## src/hw/rtl/length_prefixed_frame_deframer_defines.svh

```systemverilog
// Assertion macros for the length-prefixed frame deframer.
`ifndef LENGTH_PREFIXED_FRAME_DEFRAMER_DEFINES_SVH
`define LENGTH_PREFIXED_FRAME_DEFRAMER_DEFINES_SVH

`ifndef SYNTHESIS
// same-cycle implication, disabled in reset
`define LPFD_ASSERT_IMP(lbl, clk, rstn, ante, cons) \
  lbl: assert property (@(posedge clk) disable iff (!rstn) (ante) |-> (cons)) \
    else $error("lpfd: implication check failed");
// next-cycle implication, disabled in reset
`define LPFD_ASSERT_NXT(lbl, clk, rstn, ante, cons) \
  lbl: assert property (@(posedge clk) disable iff (!rstn) (ante) |=> (cons)) \
    else $error("lpfd: next-cycle check failed");
`else
`define LPFD_ASSERT_IMP(lbl, clk, rstn, ante, cons)
`define LPFD_ASSERT_NXT(lbl, clk, rstn, ante, cons)
`endif

`endif

```

## src/hw/rtl/lpfd_pkg.sv

```systemverilog
// Shared types and constants of the length-prefixed frame deframer.
package lpfd_pkg;

  // header bytes, minimum lengths and reset maximum length
  localparam logic [7:0]  HDR_SHORT      = 8'hC1;
  localparam logic [7:0]  HDR_LONG       = 8'hC2;
  localparam logic [15:0] MIN_SHORT_LEN  = 16'd3;
  localparam logic [15:0] MIN_LONG_LEN   = 16'd4;
  localparam logic [15:0] MAX_LEN_RESET  = 16'd8192;

  // result status codes
  localparam logic [2:0] ST_FRAME   = 3'd0;
  localparam logic [2:0] ST_HDR_ERR = 3'd1;
  localparam logic [2:0] ST_LEN_ERR = 3'd2;
  localparam logic [2:0] ST_DROPPED = 3'd3;
  localparam logic [2:0] ST_PENDING = 3'd4;

  // one received item
  typedef struct packed {
    logic [7:0] connection_id;
    logic       new_connection;
    logic [7:0] rx_byte;
  } lpfd_in_t;

  // one result item
  typedef struct packed {
    logic [2:0]  status;
    logic [7:0]  frame_source;
    logic [15:0] frame_length;
    logic [7:0]  frame_code;
    logic        frame_last;
    logic        frame_start;
    logic [7:0]  data_byte;
  } lpfd_res_t;

endpackage

```

## src/hw/rtl/lpfd_parser.sv

```systemverilog
// Frame parser: parse state, maximum length register and per-item result logic.
module lpfd_parser (
  input  logic                 clk_i,
  input  logic                 rst_ni,
  input  logic                 cfg_we_i,
  input  logic [15:0]          cfg_wdata_i,
  input  logic                 item_valid_i,
  input  lpfd_pkg::lpfd_in_t   item_i,
  output lpfd_pkg::lpfd_res_t  res_o
);

  localparam logic [1:0] PH_HEADER = 2'd0;
  localparam logic [1:0] PH_LEN_HI = 2'd1;
  localparam logic [1:0] PH_LEN_LO = 2'd2;
  localparam logic [1:0] PH_BODY   = 2'd3;

  logic [15:0] max_len_q;
  logic [1:0]  phase_q, phase_d;
  logic        long_q, long_d;
  logic [15:0] len_q, len_d;
  logic [15:0] seen_q, seen_d;
  logic [7:0]  cmd_q, cmd_d;
  logic        err_q, err_d;

  // state as seen after a new connection has restarted parsing
  logic [1:0]  phase_e;
  logic        long_e;
  logic [15:0] len_e;
  logic [15:0] seen_e;
  logic [7:0]  cmd_e;
  logic        err_e;

  logic [7:0]  b;
  logic [15:0] len_lo;
  logic [15:0] min_len;
  logic [15:0] seen_inc;
  logic [15:0] cmd_pos;
  logic        is_cmd;
  logic [7:0]  cmd_upd;

  assign b        = item_i.rx_byte;
  assign phase_e  = item_i.new_connection ? PH_HEADER : phase_q;
  assign long_e   = item_i.new_connection ? 1'b0 : long_q;
  assign len_e    = item_i.new_connection ? 16'd0 : len_q;
  assign seen_e   = item_i.new_connection ? 16'd0 : seen_q;
  assign cmd_e    = item_i.new_connection ? 8'd0 : cmd_q;
  assign err_e    = item_i.new_connection ? 1'b0 : err_q;

  assign len_lo   = long_e ? {len_e[15:8], b} : {8'd0, b};
  assign min_len  = long_e ? lpfd_pkg::MIN_LONG_LEN : lpfd_pkg::MIN_SHORT_LEN;
  assign seen_inc = seen_e + 16'd1;
  assign cmd_pos  = long_e ? lpfd_pkg::MIN_LONG_LEN : lpfd_pkg::MIN_SHORT_LEN;
  assign is_cmd   = (seen_inc == cmd_pos);
  assign cmd_upd  = is_cmd ? b : cmd_e;

  // phase update and result for one item
  always_comb begin
    phase_d = phase_e;
    long_d  = long_e;
    len_d   = len_e;
    seen_d  = seen_e;
    cmd_d   = cmd_e;
    err_d   = err_e;

    res_o              = '0;
    res_o.data_byte    = b;
    res_o.frame_source = item_i.connection_id;
    res_o.status       = lpfd_pkg::ST_FRAME;

    if (err_e) begin
      res_o.status = lpfd_pkg::ST_DROPPED;
    end else begin
      unique case (phase_e)
        PH_HEADER: begin
          if (b == lpfd_pkg::HDR_SHORT || b == lpfd_pkg::HDR_LONG) begin
            long_d            = (b == lpfd_pkg::HDR_LONG);
            phase_d           = (b == lpfd_pkg::HDR_LONG) ? PH_LEN_HI : PH_LEN_LO;
            len_d             = 16'd0;
            seen_d            = 16'd1;
            cmd_d             = 8'd0;
            res_o.frame_start = 1'b1;
            res_o.status      = lpfd_pkg::ST_PENDING;
          end else begin
            res_o.status = lpfd_pkg::ST_HDR_ERR;
            err_d        = 1'b1;
            phase_d      = PH_HEADER;
            long_d       = 1'b0;
            len_d        = 16'd0;
            seen_d       = 16'd0;
            cmd_d        = 8'd0;
          end
        end
        PH_LEN_HI: begin
          len_d        = {b, 8'd0};
          seen_d       = 16'd2;
          phase_d      = PH_LEN_LO;
          res_o.status = lpfd_pkg::ST_PENDING;
        end
        PH_LEN_LO: begin
          if (len_lo < min_len || len_lo > max_len_q) begin
            // length out of range: latch error and restart
            res_o.status = lpfd_pkg::ST_LEN_ERR;
            err_d        = 1'b1;
            phase_d      = PH_HEADER;
            long_d       = 1'b0;
            len_d        = 16'd0;
            seen_d       = 16'd0;
            cmd_d        = 8'd0;
          end else begin
            len_d   = len_lo;
            seen_d  = seen_inc;
            phase_d = PH_BODY;
          end
        end
        PH_BODY: begin
          seen_d = seen_inc;
          cmd_d  = cmd_upd;
          if (seen_inc >= len_e) begin
            // final byte of the frame
            res_o.frame_last   = 1'b1;
            res_o.frame_code   = cmd_upd;
            res_o.frame_length = len_e;
            phase_d            = PH_HEADER;
            long_d             = 1'b0;
            len_d              = 16'd0;
            seen_d             = 16'd0;
            cmd_d              = 8'd0;
          end
        end
        default: begin
          phase_d = PH_HEADER;
        end
      endcase
    end
  end

  // parse state, updated on each accepted item
  always_ff @(posedge clk_i or negedge rst_ni) begin
    if (!rst_ni) begin
      phase_q <= PH_HEADER;
      long_q  <= 1'b0;
      len_q   <= 16'd0;
      seen_q  <= 16'd0;
      cmd_q   <= 8'd0;
      err_q   <= 1'b0;
    end else if (item_valid_i) begin
      phase_q <= phase_d;
      long_q  <= long_d;
      len_q   <= len_d;
      seen_q  <= seen_d;
      cmd_q   <= cmd_d;
      err_q   <= err_d;
    end
  end

  // maximum frame length register
  always_ff @(posedge clk_i or negedge rst_ni) begin
    if (!rst_ni) begin
      max_len_q <= lpfd_pkg::MAX_LEN_RESET;
    end else if (cfg_we_i) begin
      max_len_q <= cfg_wdata_i;
    end
  end

endmodule

```

## src/hw/rtl/lpfd_out_reg.sv

```systemverilog
// Result register between the parser and the output stream.
module lpfd_out_reg (
  input  logic                 clk_i,
  input  logic                 rst_ni,
  input  logic                 load_i,
  input  lpfd_pkg::lpfd_res_t  res_i,
  input  logic                 out_ready_i,
  output logic                 can_load_o,
  output logic                 out_valid_o,
  output lpfd_pkg::lpfd_res_t  res_o
);

  logic                valid_q, valid_d;
  lpfd_pkg::lpfd_res_t res_q;

  // free when empty or being drained this cycle
  assign can_load_o = !valid_q || out_ready_i;
  assign valid_d    = load_i || (valid_q && !out_ready_i);

  always_ff @(posedge clk_i or negedge rst_ni) begin
    if (!rst_ni) begin
      valid_q <= 1'b0;
    end else begin
      valid_q <= valid_d;
    end
  end

  // payload, no reset
  always_ff @(posedge clk_i) begin
    if (load_i) begin
      res_q <= res_i;
    end
  end

  assign out_valid_o = valid_q;
  assign res_o       = res_q;

endmodule

```

## src/hw/rtl/length_prefixed_frame_deframer.sv

```systemverilog
// A result appears in the output register in the cycle after its item is accepted.
// Throughput: one item per cycle unless stalled; parse state updates on acceptance.
// s_axis_tready is low only while the output register holds a result not yet taken.
// Reset (asynchronous, active low): parser back to header phase, error cleared,
// maximum frame length 8192, output register empty.
`include "length_prefixed_frame_deframer_defines.svh"

module length_prefixed_frame_deframer (
  input  logic        clk_i,
  input  logic        rst_ni,
  input  logic        cfg_we_i,
  input  logic [15:0] cfg_wdata_i,
  input  logic        s_axis_tvalid,
  output logic        s_axis_tready,
  input  logic [15:0] s_axis_tdata,   // rx_byte[7:0], connection_id[15:8]
  input  logic [0:0]  s_axis_tuser,   // new_connection[0]
  output logic        m_axis_tvalid,
  input  logic        m_axis_tready,
  output logic [39:0] m_axis_tdata,   // data_byte[7:0], frame_code[15:8],
                                      // frame_length[31:16], frame_source[39:32]
  output logic [3:0]  m_axis_tuser,   // frame_start[0], status[3:1]
  output logic        m_axis_tlast
);

  lpfd_pkg::lpfd_in_t  item;
  lpfd_pkg::lpfd_res_t res_comb;
  lpfd_pkg::lpfd_res_t res_out;
  logic                can_load;
  logic                accept;

  // unpack the input item
  assign item.rx_byte        = s_axis_tdata[7:0];
  assign item.connection_id  = s_axis_tdata[15:8];
  assign item.new_connection = s_axis_tuser[0];

  assign s_axis_tready = can_load;
  assign accept        = s_axis_tvalid && can_load;

  lpfd_parser u_parser (
    .clk_i        (clk_i),
    .rst_ni       (rst_ni),
    .cfg_we_i     (cfg_we_i),
    .cfg_wdata_i  (cfg_wdata_i),
    .item_valid_i (accept),
    .item_i       (item),
    .res_o        (res_comb)
  );

  lpfd_out_reg u_out_reg (
    .clk_i       (clk_i),
    .rst_ni      (rst_ni),
    .load_i      (accept),
    .res_i       (res_comb),
    .out_ready_i (m_axis_tready),
    .can_load_o  (can_load),
    .out_valid_o (m_axis_tvalid),
    .res_o       (res_out)
  );

  // pack the result item
  assign m_axis_tdata = {res_out.frame_source, res_out.frame_length,
                         res_out.frame_code, res_out.data_byte};
  assign m_axis_tuser = {res_out.status, res_out.frame_start};
  assign m_axis_tlast = res_out.frame_last;

  // checks
  `LPFD_ASSERT_NXT(a_accept_gives_result, clk_i, rst_ni, accept, m_axis_tvalid)
  `LPFD_ASSERT_IMP(a_last_is_frame_byte, clk_i, rst_ni, m_axis_tvalid && m_axis_tlast, m_axis_tuser[3:1] == lpfd_pkg::ST_FRAME)
  `LPFD_ASSERT_IMP(a_start_is_pending, clk_i, rst_ni, m_axis_tvalid && m_axis_tuser[0], m_axis_tuser[3:1] == lpfd_pkg::ST_PENDING)
  `LPFD_ASSERT_IMP(a_summary_only_on_last, clk_i, rst_ni, m_axis_tvalid && !m_axis_tlast, m_axis_tdata[31:8] == 24'd0)

endmodule
```

## config.mk

```make
export PLATFORM = sky130hd
export DESIGN_NAME = length_prefixed_frame_deframer
export DESIGN_NICKNAME = d
export VERILOG_FILES = /design/src/hw/rtl/lpfd_pkg.sv /design/src/hw/rtl/lpfd_parser.sv /design/src/hw/rtl/lpfd_out_reg.sv /design/src/hw/rtl/length_prefixed_frame_deframer.sv
export VERILOG_INCLUDE_DIRS = /design/src /design/src/hw/rtl
export SDC_FILE = /design/constraint.sdc
export NUM_CORES = 1
export LEC_CHECK = 0
export BUFFER_PORTS_ARGS = -buffer_cell sky130_fd_sc_hd__buf_2
export CELL_PAD_IN_SITES_DETAIL_PLACEMENT = 0
export CELL_PAD_IN_SITES_GLOBAL_PLACEMENT = 1
export CORE_ASPECT_RATIO = 1.5
export CORE_UTILIZATION = 40
export CTS_BUF_LIST = sky130_fd_sc_hd__clkbuf_4 sky130_fd_sc_hd__clkbuf_8
export DETAILED_ROUTE_END_ITERATION = 12
export PLACE_DENSITY = 0.73
export SLEW_MARGIN = 20
export SYNTH_ARGS = -nofsm -noshare
export SYNTH_HDL_FRONTEND = slang
export SYNTH_HIERARCHICAL = 1
export SYNTH_SLANG_ARGS = --single-unit
```

## constraint.sdc

```tcl
create_clock -name clk_i -period 5.53 [get_ports clk_i]
set_clock_uncertainty 0.1 [all_clocks]
set_input_delay 0.553 -clock clk_i [delete_from_list [all_inputs] [get_ports clk_i]]
set_output_delay 0.553 -clock clk_i [all_outputs]
set_load 0.05 [all_outputs]
```

==> flow_summary_export.csv <==
group,metric,value,unit
clocking,postCtsSetupBuffers,0,
synth,syn_avg_cell_area,10.1,um2
global_route,grt_overflow,0,
synth,syn_inst,602,
clocking,clock-sinks,106,
floorplan,die_h,153,um
floorplan,initial_core_util,41.3,%
floorplan,die_x,102,um
clocking,cts_hold_buf,0,
route,dr.first_iter.drc_count,377,
floorplan,dieArea,15600,um2
clocking,cts_made_buffers,9,
setup_path,cp.required,5.75,ns
clocking,clk_latency,0.38,ns
cells_and_area,drive_gt1_share,19.4,%
power_and_ir_drop,power_density,263,nW/um2
status,status,"finished, final reports clean",
cells_and_area,antenna_cells,0,
cells_and_area,fin_nets,727,
synth,async_reset_ff_share,57.5,%
setup_path,path_max_fanout,11,
floorplan,io_pins,85,
sta,maxSlewHeadroom,42.9,%
sta,rsz0062_at_grt,"no",
setup_path,slowest_stage,"a21boi_1",
synth,synth_flop_cell,"dfrtp_1",
setup_path,path_depth,15,
clocking,clockRootBuffer,"clkbuf_8",
placement,gp_congestion,0.828,
setup_path,critical_path.top_delay_family,"compound AO/OA/AOI/OAI gates",
route,post_drt_wl_per_cell,18.6,um
global_route,first_global_vias,4804,
cells_and_area,final_cell_mix,"buf_2, nand2_1, dfrtp_1",
cells_and_area,area_growth,11.0,%
placement,detailed_place.area,6530,um2
synth,yosys_warnings,6,
clocking,cts_resized,0,
floorplan,num_rows,54,
clocking,cts.clk_slew.worst_paths,0.11,ns
clocking,cts_max_level,3,
synth,netlist_area,6050,um2
worst_hold_path,hold_class,"primary input to asynchronous set/reset pin",
global_route,grtUsageTotal,21.2,%
global_route,antenna_found_initial,0,
sta,tightest_slew,0.855,ns
sta,hold_viol,0,
setup_path,critPathKind,"register to register",
synth,ys_ff_latch,106,
synth,yosysSeqAreaShare,47.6,%
run,drv_cap,0,
sta,tns,0,ns
setup_path,cp_common_cell,"ha_1",
route,drc_errors,0,
cells_and_area,final_common_cell,"buf_2",
placement,pre_cts_ws,0.688,ns
synth,synth_enable_flop_cells,45,
global_route,grt_first_pass_wirelength,25100,um
setup_path,reg2reg_from,"u_parser/seen_q[0]",
sta,final_max_slew_viol_count,0,
power_and_ir_drop,cellLeakagePower,2.92,nW
route,first_pass_iters,5,
route,vias_per_cell,5.79,
route,drtAntennaViolNets,0,
setup_path,timing.rr.end,"u_parser/len_q[5]",
sta,finalCritPeriodShare,82.3,%
power_and_ir_drop,peakVddDrop,141,uV
setup_path,reg2reg_depth,15,
setup_path,crit_path_end_kind,"register",
sta,setup_viol,0,
placement,io_buffer_count,84,
placement,hpwl,11100,um
sta,postLayoutSetupSlackWorst,0.976,ns
setup_path,r2r_setup_slack,0.98,ns
route,drt-total-wl,15900,um
sta,timing.fmax,220,MHz
setup_path,critPathMaxStageDelay,0.68,ns
power_and_ir_drop,power,1.77,mW
setup_path,cp.arrival,4.78,ns
floorplan,core,14700,um2
global_route,grt_max_degree,62,
synth,syn-num-nets,675,
setup_path,cp_cell_sequence,"nor2b_1 -> ha_1 -> nand3_2 -> nor4_1 -> xnor2_1 -> nor2_1 -> ha_1 -> nand4_1 -> inv_1 -> a21oi_1 -> a21boi_1 -> nand3_1 -> buf_4 -> o21ai_1 -> a22o_1",
clocking,clock_path_buffers,2,
cells_and_area,postLayoutCellArea,6720,um2
setup_path,path_buf_inv,2,
route,num_vias,4947,
sta,post-route-min-period,4.55,ns
synth,synth_cell_types,65,
clocking,cts_tree,"done",
setup_path,startpoint_type,"register",
-- how the worst max path moves through the flow --
stage                           to                from
6_report         u_parser/len_q[5]  u_parser/seen_q[0]
5_1_grt          u_parser/len_q[5]  u_parser/seen_q[0]
2_1_floorplan  u_out_reg/res_o[10]        s_axis_tuser
3_5_place_dp     u_parser/len_q[5]        s_axis_tuser
4_1_cts          u_parser/len_q[5]  u_parser/seen_q[0]
3_3_place_gp     u_parser/len_q[6]        s_axis_tuser
-- layout make-up --
type | count | area [um2]
fill | 1435 | 7940
sequential | 106 | 2880
multi-input combinational | 419 | 2820
timing repair buffer | 94 | 495
tap | 196 | 245
clock buffer | 10 | 131
inverter | 24 | 90.1
clock inverter | 6 | 56.3
-- flip-flops by register name, indices dropped and copies added (netlist names) --
signal and flops:
u_parser/len_q 16, u_parser/max_len_q 16, u_out_reg/out_valid_o 1, u_parser/phase_q 2
u_parser/seen_q 16, u_parser/long_q 1, u_out_reg/res_o 45, u_parser/err_q 1
u_parser/cmd_q 8
-- stage by stage --
stage	util, %	instances	hold slack [ns]
after CTS	45.8	855	0.222
after floorplan	-	602	0.157
after global placement	44.5	839	0.399
after global routing	45.8	855	0.213
final	45.8	855	0.231
after detailed placement	44.5	839	0.409
-- cell usage after synthesis, drive strengths merged, types with 2 or more instances --
master / instances / share of area [%]
a2111oi: 2 / 0.29
and2: 12 / 1.2
nand2b: 5 / 0.68
or4: 3 / 0.37
xor2: 2 / 0.29
a21o: 3 / 0.37
o21ai: 36 / 3.0
o211ai: 3 / 0.37
nand3: 19 / 1.7
a211o: 9 / 1.3
a22o: 23 / 3.3
a22oi: 8 / 0.99
a21boi: 2 / 0.25
a21oi: 37 / 3.1
nor3b: 3 / 0.37
buf: 26 / 2.9
nor2: 30 / 1.9
xnor2: 10 / 1.4
o2111ai: 10 / 1.4
nand3b: 2 / 0.45
nand4: 11 / 1.2
nor3: 17 / 1.8
clkbuf: 27 / 1.7
o211a: 8 / 1.3
nor4: 13 / 1.6
dfrtp: 60 / 25
edfxtp: 45 / 22
inv: 24 / 1.5
mux2: 4 / 0.81
nor2b: 10 / 1.0
ha: 35 / 7.2
mux2i: 3 / 0.50
nand2: 67 / 4.2
and3: 8 / 0.83
a211oi: 9 / 1.1
-- cell families after synthesis --
logic type,count (synthesis),share of synthesized area (%)
simple gates,204,17.7
compound gates,161,18.4
flops,106,47.6
buf+inv,77,6.04
fa+ha+maj,35,7.24
xor+xnor,12,1.74
mux,7,1.30
-- worst reg2reg max path, stage by stage, from the launching register on --
cell,delay [ns]
dfrtp_1,0.48
nor2b_1,0.30
ha_1,0.35
nand3_2,0.20
nor4_1,0.38
xnor2_1,0.10
nor2_1,0.30
ha_1,0.29
nand4_1,0.11
inv_1,0.06
a21oi_1,0.11
a21boi_1,0.68
nand3_1,0.15
buf_4,0.21
o21ai_1,0.44
a22o_1,0.24
-- report_power, final --
group          switching, mW  internal, mW  total, mW
clock network          0.293         0.179      0.472
registers             0.0353         0.868      0.904
logic                  0.284         0.107      0.391
total                  0.613          1.15       1.77
-- metal layers --
| metal | wire length (um) | track usage (%) |
|---|---|---|
| met1 | 6220 | 24.5 |
| met3 | 646 | 3.30 |
| met4 | 532 | 9.59 |
| met2 | 8490 | 37.5 |
| met5 | 0 | 0 |
Power figures use the tool's default switching activity.
